===== src/rtl/wmsf_pkg.sv =====
// ----------------------------------------------------------------------------
// wmsf_pkg: shared types and constants of the mean-shift window filter
// Holds the command/status structs, the state enum, the config register
// indexes and the Gaussian kernel table.
// ----------------------------------------------------------------------------
package wmsf_pkg;

  localparam int unsigned RADIUS_DEF      = 2;
  localparam int unsigned WEIGHT_BITS_DEF = 16;

  localparam logic [7:0] TOL_RST   = 8'd3;
  localparam logic [7:0] LIMIT_RST = 8'd32;

  localparam int unsigned CFG_IDX_W = 1;
  localparam logic [CFG_IDX_W-1:0] CFG_TOLERANCE  = 1'd0;
  localparam logic [CFG_IDX_W-1:0] CFG_ITER_LIMIT = 1'd1;

  localparam logic [4:0] KTAB_LEN = 5'd24;

  typedef enum logic [3:0] {
    ST_IDLE,
    ST_INIT_RD,
    ST_INIT_EST,
    ST_ITER,
    ST_RD,
    ST_DIST,
    ST_DIV,
    ST_KERN,
    ST_ACC,
    ST_MEAN,
    ST_MDIV,
    ST_UPD,
    ST_EMIT
  } wmsf_state_e;

  typedef struct packed {
    logic load;
    logic init_rd;
    logic init_est;
    logic iter_start;
    logic rd;
    logic dist_start;
    logic kern;
    logic acc;
    logic mean_start;
    logic update;
    logic emit;
  } wmsf_cmd_t;

  typedef struct packed {
    logic div_done;
    logic last_idx;
    logic ws_zero;
    logic stop;
    logic out_free;
  } wmsf_status_t;

  // round(2^24 * exp(-k*k/32)), step of 1/4 grey level
  function automatic logic [24:0] ktab(input logic [4:0] k);
    logic [24:0] v;
    unique case (k)
      5'd0:    v = 25'd16777216;
      5'd1:    v = 25'd16261035;
      5'd2:    v = 25'd14805841;
      5'd3:    v = 25'd12664107;
      5'd4:    v = 25'd10175896;
      5'd5:    v = 25'd7681170;
      5'd6:    v = 25'd5446765;
      5'd7:    v = 25'd3628327;
      5'd8:    v = 25'd2270549;
      5'd9:    v = 25'd1334788;
      5'd10:   v = 25'd737139;
      5'd11:   v = 25'd382423;
      5'd12:   v = 25'd186378;
      5'd13:   v = 25'd85330;
      5'd14:   v = 25'd36700;
      5'd15:   v = 25'd14828;
      5'd16:   v = 25'd5628;
      5'd17:   v = 25'd2007;
      5'd18:   v = 25'd672;
      5'd19:   v = 25'd212;
      5'd20:   v = 25'd63;
      5'd21:   v = 25'd17;
      5'd22:   v = 25'd5;
      5'd23:   v = 25'd1;
      default: v = 25'd0;
    endcase
    return v;
  endfunction

endpackage


===== src/rtl/wmsf_px_if.sv =====
// ----------------------------------------------------------------------------
// wmsf_px_if: pixel input channel
// Valid/ready channel carrying one window pixel and its last mark.
// ----------------------------------------------------------------------------
interface wmsf_px_if;
  logic       valid;
  logic       ready;
  logic [7:0] pixel;
  logic       last_pixel;

  modport source (output valid, output pixel, output last_pixel, input ready);
  modport sink   (input valid, input pixel, input last_pixel, output ready);
endinterface


===== src/rtl/wmsf_res_if.sv =====
// ----------------------------------------------------------------------------
// wmsf_res_if: filter result channel
// Valid/ready channel carrying one filtered value per window.
// ----------------------------------------------------------------------------
interface wmsf_res_if;
  logic       valid;
  logic       ready;
  logic [7:0] filtered_value;
  logic       limit_hit;
  logic [7:0] iterations_used;

  modport source (output valid, output filtered_value, output limit_hit,
                  output iterations_used, input ready);
  modport sink   (input valid, input filtered_value, input limit_hit,
                  input iterations_used, output ready);
endinterface


===== src/rtl/wmsf_div.sv =====
// ----------------------------------------------------------------------------
// wmsf_div: sequential restoring divider
// 16-bit quotient, one bit per cycle; dividend must be < divisor * 2^16.
// ----------------------------------------------------------------------------
module wmsf_div #(
  parameter int unsigned VW = 24
) (
  input  logic            clk_i,
  input  logic            rst_ni,
  input  logic            start_i,
  input  logic [VW+15:0]  dividend_i,
  input  logic [VW-1:0]   divisor_i,
  output logic            done_o,
  output logic [15:0]     quot_o
);

  logic [VW-1:0] rem_q;
  logic [15:0]   quo_q;
  logic [VW-1:0] dvs_q;
  logic [3:0]    cnt_q;
  logic          busy_q, done_q;
  logic [VW:0]   trial, dvs_ext;
  logic          ge;

  assign trial   = {rem_q, quo_q[15]};
  assign dvs_ext = {1'b0, dvs_q};
  assign ge      = (trial >= dvs_ext);

  always_ff @(posedge clk_i or negedge rst_ni) begin
    if (!rst_ni) begin
      busy_q <= 1'b0;
      done_q <= 1'b0;
      cnt_q  <= '0;
    end else begin
      done_q <= 1'b0;
      if (start_i) begin
        busy_q <= 1'b1;
        cnt_q  <= '0;
      end else if (busy_q) begin
        cnt_q <= cnt_q + 4'd1;
        if (cnt_q == 4'd15) begin
          busy_q <= 1'b0;
          done_q <= 1'b1;
        end
      end
    end
  end

  always_ff @(posedge clk_i) begin
    if (start_i) begin
      rem_q <= dividend_i[VW+15:16];
      quo_q <= dividend_i[15:0];
      dvs_q <= divisor_i;
    end else if (busy_q) begin
      rem_q <= ge ? VW'(trial - dvs_ext) : trial[VW-1:0];
      quo_q <= {quo_q[14:0], ge};
    end
  end

  assign done_o = done_q;
  assign quot_o = quo_q;

endmodule


===== src/rtl/wmsf_ctrl.sv =====
// ----------------------------------------------------------------------------
// wmsf_ctrl: sequencer of the mean-shift filter
// Walks load, per-pixel weighting, mean division and emit.
// ----------------------------------------------------------------------------
module wmsf_ctrl (
  input  logic                  clk_i,
  input  logic                  rst_ni,
  input  logic                  in_valid_i,
  input  logic                  in_last_i,
  output logic                  in_ready_o,
  input  wmsf_pkg::wmsf_status_t st_i,
  output wmsf_pkg::wmsf_cmd_t    cmd_o
);

  wmsf_pkg::wmsf_state_e state_q, state_d;

  always_ff @(posedge clk_i or negedge rst_ni) begin
    if (!rst_ni) state_q <= wmsf_pkg::ST_IDLE;
    else         state_q <= state_d;
  end

  always_comb begin
    state_d = state_q;
    unique case (state_q)
      wmsf_pkg::ST_IDLE:     if (in_valid_i && in_last_i) state_d = wmsf_pkg::ST_INIT_RD;
      wmsf_pkg::ST_INIT_RD:  state_d = wmsf_pkg::ST_INIT_EST;
      wmsf_pkg::ST_INIT_EST: state_d = wmsf_pkg::ST_ITER;
      wmsf_pkg::ST_ITER:     state_d = wmsf_pkg::ST_RD;
      wmsf_pkg::ST_RD:       state_d = wmsf_pkg::ST_DIST;
      wmsf_pkg::ST_DIST:     state_d = wmsf_pkg::ST_DIV;
      wmsf_pkg::ST_DIV:      if (st_i.div_done) state_d = wmsf_pkg::ST_KERN;
      wmsf_pkg::ST_KERN:     state_d = wmsf_pkg::ST_ACC;
      wmsf_pkg::ST_ACC:      state_d = st_i.last_idx ? wmsf_pkg::ST_MEAN : wmsf_pkg::ST_RD;
      wmsf_pkg::ST_MEAN:     state_d = st_i.ws_zero ? wmsf_pkg::ST_EMIT : wmsf_pkg::ST_MDIV;
      wmsf_pkg::ST_MDIV:     if (st_i.div_done) state_d = wmsf_pkg::ST_UPD;
      wmsf_pkg::ST_UPD:      state_d = st_i.stop ? wmsf_pkg::ST_EMIT : wmsf_pkg::ST_ITER;
      wmsf_pkg::ST_EMIT:     if (st_i.out_free) state_d = wmsf_pkg::ST_IDLE;
      default:               state_d = wmsf_pkg::ST_IDLE;
    endcase
  end

  always_comb begin
    cmd_o      = '0;
    in_ready_o = 1'b0;
    unique case (state_q)
      wmsf_pkg::ST_IDLE: begin
        in_ready_o = 1'b1;
        cmd_o.load = in_valid_i;
      end
      wmsf_pkg::ST_INIT_RD:  cmd_o.init_rd    = 1'b1;
      wmsf_pkg::ST_INIT_EST: cmd_o.init_est   = 1'b1;
      wmsf_pkg::ST_ITER:     cmd_o.iter_start = 1'b1;
      wmsf_pkg::ST_RD:       cmd_o.rd         = 1'b1;
      wmsf_pkg::ST_DIST:     cmd_o.dist_start = 1'b1;
      wmsf_pkg::ST_KERN:     cmd_o.kern       = 1'b1;
      wmsf_pkg::ST_ACC:      cmd_o.acc        = 1'b1;
      wmsf_pkg::ST_MEAN:     cmd_o.mean_start = !st_i.ws_zero;
      wmsf_pkg::ST_UPD:      cmd_o.update     = 1'b1;
      wmsf_pkg::ST_EMIT:     cmd_o.emit       = st_i.out_free;
      default: ;
    endcase
  end

  // divider only finishes while the sequencer waits for it
  a_div_done_wait: assert property (@(posedge clk_i) disable iff (!rst_ni)
    st_i.div_done |-> (state_q == wmsf_pkg::ST_DIV || state_q == wmsf_pkg::ST_MDIV))
    else $error("divider done outside a wait state");

  // a search ends in emit, and leaves to idle only once the output register is free
  a_emit_idle: assert property (@(posedge clk_i) disable iff (!rst_ni)
    cmd_o.emit |=> state_q == wmsf_pkg::ST_IDLE)
    else $error("emit did not return to idle");

  // no pixel is taken while a search runs
  a_no_load_busy: assert property (@(posedge clk_i) disable iff (!rst_ni)
    (state_q != wmsf_pkg::ST_IDLE) |-> !cmd_o.load)
    else $error("load while searching");

endmodule


===== src/rtl/wmsf_dp.sv =====
// ----------------------------------------------------------------------------
// wmsf_dp: datapath of the mean-shift filter
// Window memory, distance/kernel weighting, accumulators, estimate and
// output register; one shared divider.
// ----------------------------------------------------------------------------
module wmsf_dp #(
  parameter int unsigned RADIUS      = wmsf_pkg::RADIUS_DEF,
  parameter int unsigned WEIGHT_BITS = wmsf_pkg::WEIGHT_BITS_DEF
) (
  input  logic                   clk_i,
  input  logic                   rst_ni,
  input  wmsf_pkg::wmsf_cmd_t    cmd_i,
  output wmsf_pkg::wmsf_status_t st_o,
  input  logic [7:0]             pixel_i,
  input  logic                   last_i,
  input  logic [7:0]             tol_i,
  input  logic [7:0]             limit_i,
  input  logic                   out_ready_i,
  output logic                   out_valid_o,
  output logic [7:0]             filtered_value_o,
  output logic                   limit_hit_o,
  output logic [7:0]             iterations_used_o
);

  localparam int unsigned SIDE   = 2 * RADIUS + 1;
  localparam int unsigned NPIX   = SIDE * SIDE;
  localparam int unsigned CENTRE = 2 * RADIUS * RADIUS + 2 * RADIUS;
  localparam int unsigned AW     = $clog2(NPIX);
  localparam int unsigned DW     = $clog2(CENTRE + 1);
  localparam int unsigned WW     = WEIGHT_BITS + 1;   // weight incl. 1.0
  localparam int unsigned SW     = WEIGHT_BITS + 8;   // weight sum
  localparam int unsigned TW     = WEIGHT_BITS + 16;  // weighted total
  localparam logic [AW-1:0] CENTRE_A = AW'(CENTRE);
  localparam logic [AW-1:0] LAST_A   = AW'(NPIX - 1);

  logic [7:0]    mem [NPIX];
  logic [7:0]    rdata_q;
  logic [AW-1:0] rd_addr;
  logic [AW-1:0] load_cnt_q, idx_q;
  logic [15:0]   est_q;
  logic [SW-1:0] ws_q;
  logic [TW-1:0] wt_q;
  logic [7:0]    iter_q;
  logic [7:0]    pix_q;
  logic [WW-1:0] w_q;
  logic          hit_q;
  logic          out_valid_q;
  logic [7:0]    fv_q, iu_q;
  logic          lh_q;

  // window memory
  assign rd_addr = cmd_i.init_rd ? CENTRE_A : idx_q;

  always_ff @(posedge clk_i) begin
    if (cmd_i.load) mem[load_cnt_q] <= pixel_i;
    if (cmd_i.init_rd || cmd_i.rd) rdata_q <= mem[rd_addr];
  end

  always_ff @(posedge clk_i or negedge rst_ni) begin
    if (!rst_ni) load_cnt_q <= '0;
    else if (cmd_i.load) begin
      if (last_i || load_cnt_q == LAST_A) load_cnt_q <= '0;
      else                                load_cnt_q <= load_cnt_q + AW'(1);
    end
  end

  // distance to the centre tap, at least 1
  logic [DW-1:0] d_raw, tap_d;
  logic [15:0]   x16, diff;
  logic [16:0]   num;
  assign d_raw = (idx_q >= CENTRE_A) ? DW'(idx_q - CENTRE_A) : DW'(CENTRE_A - idx_q);
  assign tap_d = (d_raw == '0) ? DW'(1) : d_raw;
  assign x16   = {rdata_q, 8'd0};
  assign diff  = (x16 >= est_q) ? (x16 - est_q) : (est_q - x16);
  assign num   = {1'b0, diff} + 17'(tap_d >> 1);

  // shared divider
  logic              div_start, div_done;
  logic [SW+15:0]    div_num;
  logic [SW-1:0]     div_den;
  logic [15:0]       quot;
  logic [TW+7:0]     mean_num;

  assign mean_num  = {wt_q, 8'd0} + (TW+8)'(ws_q >> 1);
  assign div_start = cmd_i.dist_start || cmd_i.mean_start;
  assign div_num   = cmd_i.mean_start ? mean_num : (SW+16)'(num);
  assign div_den   = cmd_i.mean_start ? ws_q : SW'(tap_d);

  wmsf_div #(.VW(SW)) u_div (
    .clk_i      (clk_i),
    .rst_ni     (rst_ni),
    .start_i    (div_start),
    .dividend_i (div_num),
    .divisor_i  (div_den),
    .done_o     (div_done),
    .quot_o     (quot)
  );

  // kernel interpolation
  logic [9:0]  kidx;
  logic [5:0]  kfrac;
  logic [24:0] klo, khi, w24;
  logic [30:0] kprod;
  logic [WW-1:0] wgt;
  assign kidx  = quot[15:6];
  assign kfrac = quot[5:0];
  assign klo   = wmsf_pkg::ktab(kidx[4:0]);
  assign khi   = wmsf_pkg::ktab(kidx[4:0] + 5'd1);
  assign kprod = 31'(klo - khi) * 31'(kfrac) + 31'd32;
  assign w24   = klo - 25'(kprod >> 6);
  assign wgt   = (kidx >= 10'(wmsf_pkg::KTAB_LEN)) ? '0 : WW'(w24 >> (24 - WEIGHT_BITS));

  // convergence test
  logic [15:0] change;
  logic [7:0]  lim_eff;
  logic        conv, at_limit;
  assign change   = (quot >= est_q) ? (quot - est_q) : (est_q - quot);
  assign conv     = (change < {8'd0, tol_i});
  assign lim_eff  = (limit_i == 8'd0) ? 8'd1 : limit_i;
  assign at_limit = (iter_q >= lim_eff);

  always_ff @(posedge clk_i or negedge rst_ni) begin
    if (!rst_ni) begin
      est_q  <= '0;
      ws_q   <= '0;
      wt_q   <= '0;
      iter_q <= '0;
      idx_q  <= '0;
      hit_q  <= 1'b0;
    end else begin
      if (cmd_i.init_est) begin
        est_q  <= {rdata_q, 8'd0};
        iter_q <= '0;
        hit_q  <= 1'b0;
      end
      if (cmd_i.iter_start) begin
        iter_q <= iter_q + 8'd1;
        ws_q   <= '0;
        wt_q   <= '0;
        idx_q  <= '0;
      end
      if (cmd_i.acc) begin
        ws_q  <= ws_q + SW'(w_q);
        wt_q  <= wt_q + TW'(w_q) * TW'(pix_q);
        idx_q <= (idx_q == LAST_A) ? '0 : idx_q + AW'(1);
      end
      if (cmd_i.update) begin
        est_q <= quot;
        hit_q <= !conv && at_limit;
      end
    end
  end

  always_ff @(posedge clk_i) begin
    if (cmd_i.dist_start) pix_q <= rdata_q;
    if (cmd_i.kern)       w_q   <= wgt;
  end

  // output register
  logic [8:0] rnd;
  assign rnd = 9'(({1'b0, est_q} + 17'd128) >> 8);

  always_ff @(posedge clk_i or negedge rst_ni) begin
    if (!rst_ni) out_valid_q <= 1'b0;
    else if (cmd_i.emit) out_valid_q <= 1'b1;
    else if (out_ready_i) out_valid_q <= 1'b0;
  end

  always_ff @(posedge clk_i) begin
    if (cmd_i.emit) begin
      fv_q <= rnd[8] ? 8'd255 : rnd[7:0];
      lh_q <= hit_q;
      iu_q <= iter_q;
    end
  end

  assign st_o.div_done = div_done;
  assign st_o.last_idx = (idx_q == LAST_A);
  assign st_o.ws_zero  = (ws_q == '0);
  assign st_o.stop     = conv || at_limit;
  assign st_o.out_free = !out_valid_q || out_ready_i;

  assign out_valid_o       = out_valid_q;
  assign filtered_value_o  = fv_q;
  assign limit_hit_o       = lh_q;
  assign iterations_used_o = iu_q;

endmodule


===== src/rtl/window_meanshift_filter.sv =====
// ----------------------------------------------------------------------------
// window_meanshift_filter: Gaussian mean-shift smoothing of a pixel window
// Stores a (2R+1)^2 window, then refines the centre estimate iteratively.
// ----------------------------------------------------------------------------
// Flow: pixels are taken only while idle. After the last pixel the search
//   runs I iterations over the N = (2R+1)^2 pixels, then emits the result.
// Throughput: set by the one shared 16-step divider, used once per pixel
//   per iteration and once per iteration for the weighted mean.
// Reset: async active low; sequencer idle, counters and estimate cleared,
//   tolerance 3 and iteration limit 32. Window memory is not cleared.
module window_meanshift_filter #(
  parameter int unsigned RADIUS      = wmsf_pkg::RADIUS_DEF,
  parameter int unsigned WEIGHT_BITS = wmsf_pkg::WEIGHT_BITS_DEF
) (
  input  logic                           clk_i,
  input  logic                           rst_ni,
  wmsf_px_if.sink                        px_in,
  wmsf_res_if.source                     res_out,
  input  logic                           cfg_we_i,
  input  logic [wmsf_pkg::CFG_IDX_W-1:0] cfg_idx_i,
  input  logic [7:0]                     cfg_data_i
);

  // configuration registers
  logic [7:0] tol_q, limit_q;

  always_ff @(posedge clk_i or negedge rst_ni) begin
    if (!rst_ni) begin
      tol_q   <= wmsf_pkg::TOL_RST;
      limit_q <= wmsf_pkg::LIMIT_RST;
    end else if (cfg_we_i) begin
      unique case (cfg_idx_i)
        wmsf_pkg::CFG_TOLERANCE:  tol_q   <= cfg_data_i;
        wmsf_pkg::CFG_ITER_LIMIT: limit_q <= cfg_data_i;
        default: ;
      endcase
    end
  end

  wmsf_pkg::wmsf_cmd_t    cmd;
  wmsf_pkg::wmsf_status_t st;

  // sequencer: the input is taken only between searches
  wmsf_ctrl u_ctrl (
    .clk_i      (clk_i),
    .rst_ni     (rst_ni),
    .in_valid_i (px_in.valid),
    .in_last_i  (px_in.last_pixel),
    .in_ready_o (px_in.ready),
    .st_i       (st),
    .cmd_o      (cmd)
  );

  // datapath, with the result register facing the output channel
  wmsf_dp #(
    .RADIUS      (RADIUS),
    .WEIGHT_BITS (WEIGHT_BITS)
  ) u_dp (
    .clk_i             (clk_i),
    .rst_ni            (rst_ni),
    .cmd_i             (cmd),
    .st_o              (st),
    .pixel_i           (px_in.pixel),
    .last_i            (px_in.last_pixel),
    .tol_i             (tol_q),
    .limit_i           (limit_q),
    .out_ready_i       (res_out.ready),
    .out_valid_o       (res_out.valid),
    .filtered_value_o  (res_out.filtered_value),
    .limit_hit_o       (res_out.limit_hit),
    .iterations_used_o (res_out.iterations_used)
  );

endmodule

===== src/flat_wrapper.sv =====
// flat-port wrapper written by rule: the top's interface ports become plain ports
module window_meanshift_filter_flat 
#(
  parameter int unsigned RADIUS      = wmsf_pkg::RADIUS_DEF,
  parameter int unsigned WEIGHT_BITS = wmsf_pkg::WEIGHT_BITS_DEF
)
  (clk_i, rst_ni, cfg_we_i, cfg_idx_i, cfg_data_i, px_in_valid, px_in_pixel, px_in_last_pixel, px_in_ready, res_out_valid, res_out_filtered_value, res_out_limit_hit, res_out_iterations_used, res_out_ready);
  wmsf_px_if px_in_i ();
  wmsf_res_if res_out_i ();
  input  logic clk_i;
  input  logic rst_ni;
  input  logic cfg_we_i;
  input  logic [wmsf_pkg::CFG_IDX_W-1:0] cfg_idx_i;
  input  logic [7:0] cfg_data_i;
  input wire logic [$bits(px_in_i.valid)-1:0] px_in_valid;
  input wire logic [$bits(px_in_i.pixel)-1:0] px_in_pixel;
  input wire logic [$bits(px_in_i.last_pixel)-1:0] px_in_last_pixel;
  output wire logic [$bits(px_in_i.ready)-1:0] px_in_ready;
  output wire logic [$bits(res_out_i.valid)-1:0] res_out_valid;
  output wire logic [$bits(res_out_i.filtered_value)-1:0] res_out_filtered_value;
  output wire logic [$bits(res_out_i.limit_hit)-1:0] res_out_limit_hit;
  output wire logic [$bits(res_out_i.iterations_used)-1:0] res_out_iterations_used;
  input wire logic [$bits(res_out_i.ready)-1:0] res_out_ready;
  assign px_in_i.valid = px_in_valid;
  assign px_in_i.pixel = px_in_pixel;
  assign px_in_i.last_pixel = px_in_last_pixel;
  assign px_in_ready = px_in_i.ready;
  assign res_out_valid = res_out_i.valid;
  assign res_out_filtered_value = res_out_i.filtered_value;
  assign res_out_limit_hit = res_out_i.limit_hit;
  assign res_out_iterations_used = res_out_i.iterations_used;
  assign res_out_i.ready = res_out_ready;
  window_meanshift_filter #(.RADIUS(RADIUS), .WEIGHT_BITS(WEIGHT_BITS)) u_core (.clk_i(clk_i), .rst_ni(rst_ni), .px_in(px_in_i), .res_out(res_out_i), .cfg_we_i(cfg_we_i), .cfg_idx_i(cfg_idx_i), .cfg_data_i(cfg_data_i));
endmodule

===== config.mk =====
export PLATFORM = sky130hd
export DESIGN_NAME = window_meanshift_filter_flat
export DESIGN_NICKNAME = d
export VERILOG_FILES = /design/src/rtl/wmsf_pkg.sv /design/src/rtl/wmsf_px_if.sv /design/src/rtl/wmsf_res_if.sv /design/src/rtl/wmsf_div.sv /design/src/rtl/wmsf_ctrl.sv /design/src/rtl/wmsf_dp.sv /design/src/rtl/window_meanshift_filter.sv /design/src/flat_wrapper.sv
export SDC_FILE = /design/constraint.sdc
export NUM_CORES = 2
export LEC_CHECK = 0
export ABC_AREA = 1
export BUFFER_PORTS_ARGS = -buffer_cell sky130_fd_sc_hd__buf_2
export CORE_ASPECT_RATIO = 0.75
export CORE_MARGIN = 2
export CORE_UTILIZATION = 59
export CTS_CLUSTER_SIZE = 28
export DETAILED_ROUTE_END_ITERATION = 8
export GPL_ROUTABILITY_DRIVEN = 0
export PLACE_DENSITY = 0.78
export SLEW_MARGIN = 20
export SYNTH_ARGS = -nofsm -noshare
export SYNTH_HDL_FRONTEND = slang
export SYNTH_HIERARCHICAL = 1
export SYNTH_SLANG_ARGS = --single-unit

===== constraint.sdc =====
create_clock -name clk_i -period 8.8 [get_ports clk_i]
set_input_delay 2.2 -clock clk_i [delete_from_list [all_inputs] [get_ports clk_i]]
set_output_delay 2.2 -clock clk_i [all_outputs]
set_load 0.03 [all_outputs]

## Word level (Yosys, flattened, before mapping)

Memory sizes are Yosys's and may differ from the RTL's. A register that Yosys moved wholly into a read port is not among the register bits.
Cells that the tools add are included.

- Output and inout bits: 19
- Register bits: 224
- Memories kept: 3
- Bits in latches: 0
- Memory bits (read-only): 1600
- Word-level logic and storage cells: 157
- Bits in writable memories: 200

- Equal/unequal tests: 19
- Bitwise gates (word level): 1
- Order comparisons: 7
- Multiplexer cells: 60
- $mul: 2
- Div/mod/pow operators: 0
- Add/sub/neg operators: 20
- Reductions and logical operators: 22
- Shifts and indexed selects: 0

Memories:

| memory | words | width | rd ports | clocked after Yosys merged registers in | write ports | line | source |
|---|---|---|---|---|---|---|---|
| (name not given) | 32 | 25 | 1 | 0 | 0 | wmsf_pkg.sv:61 | `unique case (k)` |
| (name not given) | 32 | 25 | 1 | 1 | 0 | wmsf_pkg.sv:61 |  |
| u_core.u_dp.mem | 25 | 8 | 1 | 1 | 1 | wmsf_dp.sv:36 | `logic [7:0] mem [NPIX];` |

Operators with widths:

| kind | count |
|---|---|
| $mux W24 | 5 |
| $mux W16 | 6 |
| $mux W32 | 2 |
| $sub A16 B16 Y16 | 4 |
| $pmux W4 S13 | 1 |
| $mux W4 | 11 |
| $add A40 B23 Y40 | 1 |
| $mux W40 | 1 |
| $add A32 B25 Y32 | 1 |
| $ge A16 B16 Y1 | 2 |
| $add A31 B6 Y31 const B | 1 |
| $mul A26 B7 Y31 | 1 |
| $mux W5 | 6 |
| $sub A25 B25 Y26 | 1 |
| $ge A25 B24 Y1 | 1 |
| $mul A17 B8 Y25 | 1 |
| $sub A25 B25 Y25 | 1 |
| $add A24 B17 Y24 | 1 |
| $eq A4 B4 Y1 const B | 6 |
| $logic_not A24 Y1 | 1 |
| $mux W1 | 24 |
| $mux W8 | 3 |
| $sub A24 B24 Y24 | 1 |
| $add A16 B3 Y17 | 1 |
| other kinds (25) | 48 |

## Depth between registers and ports, before layout

- Word-level depth: 8
- Mapped depth: 54

## Modules after synthesis

Netlist, hierarchy kept.

By module, submodules not included:

| module | seq. area each (um^2) | cells each | times used | area each (um^2) |
|---|---|---|---|---|
| wmsf_dp | 9809.4 | 4109 | 1 | 33230.6 |
| wmsf_div | 2072.0 | 665 | 1 | 4895.9 |
| window_meanshift_filter | 404.1 | 70 | 1 | 666.9 |
| wmsf_ctrl | 100.1 | 81 | 1 | 457.9 |

## Worst setup path after synthesis

Ideal clock, no wire load.

- Kind: reg-to-reg
- Start point: register u_core.u_dp.u_div.quo_q[6], in the netlist u_core/u_dp/u_div/quot_o[6]
- End point: register u_core.u_dp.w_q[16] (data pin)
- Buffers on the path: 1
- Stages on the path, launching flop included: 47
- Arrival time: 8525 ps
- Slack: 20 ps
- Period minus slack after synthesis: 8780 ps
- Path through: edfxtp_1 ha_1 nand2_4 nand2_1 inv_1 clkbuf_1 nand2_1 nand3_1 o21ai_0 a21oi_1 ha_1 nand3_1 nand2_1 nand4_1 nand2_1 nand2_1 nand2_2 a21oi_1 [... 11 more ...] a21oi_1 nand2_1 a21oi_1 inv_1 a21oi_1 inv_1 a21oi_1 o21ai_0 xor2_1 ha_1 a21oi_1 o21bai_1 a221oi_1 nand2_1 nor2_1 nand3_1 nand2_1 nor2_1

- Word-level cells in the longest chain between the ends: 6

Ends and longest elaborated chain:

| what | line | source |
|---|---|---|
| from (decl) | wmsf_div.sv:18 | `logic [15:0] quo_q;` |
| from (signal assigned) | wmsf_div.sv:52 | `quo_q <= dividend_i[15:0];` |
| from (signal assigned) | wmsf_div.sv:56 | `quo_q <= {quo_q[14:0], ge};` |
| $add A5 B1 Y5 | wmsf_dp.sv:108 | `assign khi = wmsf_pkg::ktab(kidx[4:0] + 5'd1);` |
| $mem_v2 Z32 W25 | - |  |
| $sub A25 B25 Y26 | wmsf_dp.sv:109 | `assign kprod = 31'(klo - khi) * 31'(kfrac) + 31'd32;` |
| $mul A26 B7 Y31 | wmsf_dp.sv:109 |  |
| $add A31 B6 Y31 | wmsf_dp.sv:109 |  |
| $sub A25 B25 Y25 | wmsf_dp.sv:110 | `assign w24 = klo - 25'(kprod >> 6);` |
| to (signal assigned) | wmsf_dp.sv:156 | `if (cmd_i.kern) w_q <= wgt;` |
| to (decl) | wmsf_dp.sv:45 | `logic [WW-1:0] w_q;` |

Parallel ways exist; a longest one is shown, timed or not.
A chain may end at the register's enable or synchronous reset.

## Worst setup path after layout

- Start point: register u_core.u_dp.u_div.quo_q[7], in the netlist u_core/u_dp/u_div/quot_o[7]
- End point: register u_core.u_dp.w_q[12] (data pin)

The elaborated chain is that of the path after synthesis.

==> results.py <==
metrics = {
    "status": {
        "status": "complete, but fails checks",
        "violations": "design-rule violations",
    },
    "drt": {
        "route.detailed.drc": 17,
        "drt-total-wl_microns": 112700,
        "ant_nets": 0,
        "vias": 35630,
        "via_per_inst": 5.936,
        "dr.pass1.iters": 9,
        "drtIter0Drc": 4637,
        "routedWlPerCell_microns": 18.78,
    },
    "timing": {
        "drv_slew": 0,
        "setup_violations": 0,
        "max_freq_mhz": 115.9,
        "clock_skew_ns": 0.04141,
        "final.period_utilization_pct": 98.03,
        "tns_ns": 0,
        "min_period_ns": 8.627,
        "timing.final.hold_violations": 0,
        "tightest_slew_ns": 1.111,
        "slew_headroom_pct": 25.85,
    },
    "global_route": {
        "busiest_layer": "met2",
        "grt_pass1_vias": 32660,
        "globalRouteOverflowTotal": 0,
        "antenna_found_initial": 0,
        "met2_usage_pct": 47.76,
        "grt_use_total_pct": 31.75,
        "grt_pass1_wl_microns": 172900,
        "grt_start_max_net_pins": 77,
        "met3_usage_pct": 5.191,
        "grt_util_met1_pct": 47.34,
    },
    "cells_and_area": {
        "filler_cell_count": 5224,
        "drive_above_1_share_pct": 12.18,
        "final-seq-area_sq_um": 12390,
        "area.growth.synth_to_final_pct": 12.32,
        "nNetsFinal": 5673,
        "antenna_cells": 0,
        "multi_input_area_sq_um": 24170,
        "final_cells": 6002,
    },
    "pwr": {
        "pwr_density_cell_nw_per_um2": 92.10,
        "total_power_uw": 4061,
        "ir_worst_vdd_mv": 0.2366,
        "leakage_uw": 0.02131,
    },
    "yosys": {
        "dominantRegCellSynth": "edfxtp_1",
        "synth_xor_area_share_pct": 2.824,
        "synth_area_leaders": "edfxtp_1 24%, fa_1 11%, ha_1 11%",
        "synth_top_family_by_area": "adder cells",
        "syn_area_per_cell_sq_um": 7.970,
        "yosysSeqAreaShare_pct": 31.55,
        "yosys.area_share.adder_pct": 21.92,
        "yosysWarnings": 6,
        "synth_mux_area_share_pct": 0.2168,
        "synth_compound_area_share_pct": 12.60,
        "synth_seq_cells": 432,
        "yosysTopAreaCell": "edfxtp_1",
        "synth_cell_types": 77,
        "netlist.area_leader.share_pct": 24.02,
        "yosys.area_share.simple_pct": 21.47,
        "async_flop_share_pct": 27.31,
        "synth_edf_count": 314,
        "synthCells": 4925,
        "syn_nets": 5502,
        "syn-cell-area_sq_um": 39250,
    },
    "hold_path": {
        "min_path_type": "flop to flop",
    },
    "setup_path": {
        "slowest_delay_ns": 0.58,
        "cp-start-kind": "flop",
        "rrSetupSlack_ns": 0.17,
        "crit_path_end_kind": "flop",
        "required_ns": 9.18,
        "arrival_ns": 9.01,
        "slowest_stage": "fa_1",
        "worstSetupPathType": "flop to flop",
        "critPathMaxFanout": 4,
    },
    "clock_tree": {
        "cts_tree": "done",
        "cts_hold_buf": 0,
        "cts.clk_slew.worst_paths_ns": 0.06,
        "clk_latency_ns": 0.60,
        "clock_path_buffers": 3,
        "clockRootBuffer": "clkbuf_16",
        "h-tree-depth": 2,
        "cts.sinks": 432,
        "cts_buffers": 43,
    },
    "placement": {
        "portBuffers": 41,
        "dp_cells": 5874,
        "dp.final_hpwl_microns": 83130,
    },
    "die": {
        "die_x_microns": 301.8,
        "num_rows": 81,
        "io_pins": 42,
        "start_util_pct": 59.95,
        "coreArea_sq_um": 65470,
        "die_h_microns": 227.4,
        "die-area_sq_um": 68630,
    },
    "job": {
        "max_cap_viol_count": 0,
    },
}
## synthesized netlist by cell type (13+ instances only)
| cell | instances |
|---|---|
| nand3_1 | 192 |
| a21oi_1 | 284 |
| xnor2_1 | 47 |
| fa_1 | 223 |
| nor4_1 | 21 |
| a31oi_1 | 33 |
| o22ai_1 | 41 |
| nand4_1 | 43 |
| o21ai_0 | 284 |
| o211ai_1 | 33 |
| inv_1 | 776 |
| dfrtp_1 | 115 |
| o21a_1 | 13 |
| ha_1 | 331 |
| a211oi_1 | 13 |
| nand2_1 | 1016 |
| o32ai_1 | 26 |
| o311ai_0 | 25 |
| nor2_1 | 581 |
| nor3_1 | 65 |
| xor2_1 | 69 |
| clkbuf_1 | 119 |
| o21bai_1 | 32 |
| inv_2 | 16 |
| nand2_2 | 19 |
| edfxtp_1 | 314 |
| nand3b_1 | 25 |
## worst max-delay path, delay by kind of cell, from the launching register on
| kind | cells | cell delay, ns |
|---|---|---|
| AOI/OAI and AO/OA | 9 | 1.27 |
| xor gates and xnor gates | 2 | 0.32 |
| adders and majority gates | 8 | 3.29 |
| buffers and inverters | 12 | 1.34 |
| DFF | 1 | 0.50 |
| and+or+nand+nor | 15 | 1.72 |
## worst paths after layout
check | start | end | cells past startpoint
worst min-delay path | u_core/u_dp/u_div/cnt_q[3]$_DFFE_PN0P_ | u_core/u_dp/u_div/cnt_q[3]$_DFFE_PN0P_ | 1
worst max register to register | u_core/u_dp/u_div/quot_o[7]$_DFFE_PP_ | u_core/u_dp/w_q[12]$_SDFFCE_PP0P_ | 46
worst max-delay path | u_core/u_dp/u_div/quot_o[7]$_DFFE_PP_ | u_core/u_dp/w_q[12]$_SDFFCE_PP0P_ | 46
max in group asynchronous | rst_ni | u_core/u_dp/est_q[1]$_DFFE_PN0P_ | 2
min in group asynchronous | rst_ni | u_core/u_dp/wt_q[22]$_DFFE_PN0P_ | 1
worst min register to register | u_core/u_dp/u_div/cnt_q[3]$_DFFE_PN0P_ | u_core/u_dp/u_div/cnt_q[3]$_DFFE_PN0P_ | 1
## area by class of cell
cell class                 instances  share of cell area, %
clock inverter                    21                 0.4229
timing repair buffer             277                  4.600
multi-input combinational       3537                  54.82
sequential                       432                  28.09
tap                              871                  2.472
inverter                         805                  6.905
clock buffer                      59                  2.690
## placed cells by master (no fill, tap or decap), types with 40 or more instances in the layout
cell type	Yosys	routed
dfrtp_1	115	115
buf_4	6	224
xnor2_1	47	40
nand2_1	1016	990
buf_2	9	40
nand3_1	192	191
edfxtp_1	314	314
inv_1	776	765
nor2_1	581	552
o21ai_0	284	265
nor3_1	65	56
ha_1	331	294
clkbuf_16	0	43
fa_1	223	219
a21oi_1	284	249
xor2_1	69	67
nand4_1	43	43
o22ai_1	41	40
## state kept, by name (all words and copies together), names as in the netlist, 16 cells and up
| signal | flops |
|---|---|
| u_core/u_dp/w_q | 17 |
| u_core/u_dp/est_q | 16 |
| u_core/u_dp/u_div/dvs_q | 24 |
| u_core/u_dp/u_div/quot_o | 16 |
| u_core/u_dp/u_div/rem_q | 24 |
| u_core/u_dp/ws_q | 24 |
| u_core/u_dp/wt_q | 32 |
| u_core/u_dp/mem | 200 |
## through the flow
stage	hold slack [ns]	util [%]	cell area [sq um]	worst slack [ns]
2_1_floorplan	0.4256	-	39250	0.02049
6_report	0.4614	67.34	44090	0.1732
3_5_place_dp	0.4574	63.12	41330	-0.2070
5_1_grt	0.4954	67.34	44090	-0.2216
3_3_place_gp	0.4572	63.12	41330	0.02223
4_1_cts	0.4664	65.32	42760	0.002027
## power by group
group / internal (uW) / leakage [uW] / switching (uW)
Clock: 987 / 0.000667 / 810
Combinational: 17.8 / 0.0163 / 50.7
Sequential: 2190 / 0.00438 / 6.29
Total: 3190 / 0.0213 / 867
## cells by family after synthesis
logic type | count (synthesis)
AOI/OAI and AO/OA | 844
xor gates and xnor gates | 121
adders and majority gates | 554
buffers and inverters | 956
muxes | 8
and+or+nand+nor | 2010
DFF | 432
## metal layers
metal | vias to the layer above | part of all wire, % | wire length [microns]
li1 | 16540 | - | -
met1 | 16790 | 43 | 48050
met2 | 1992 | 43 | 48580
met3 | 308 | 11 | 12360
met4 | 0 | 3.3 | 3733
met5 | - | 0 | 0
## repair_timing
action                                 CTS  global route
setup buffers                            2            46
gates resized for setup                 10           237
pin swaps                                1            90
setup endpoints to repair                6            17
endpoints found under the hold margin    0             0
(Power assumes the default switching activity.)
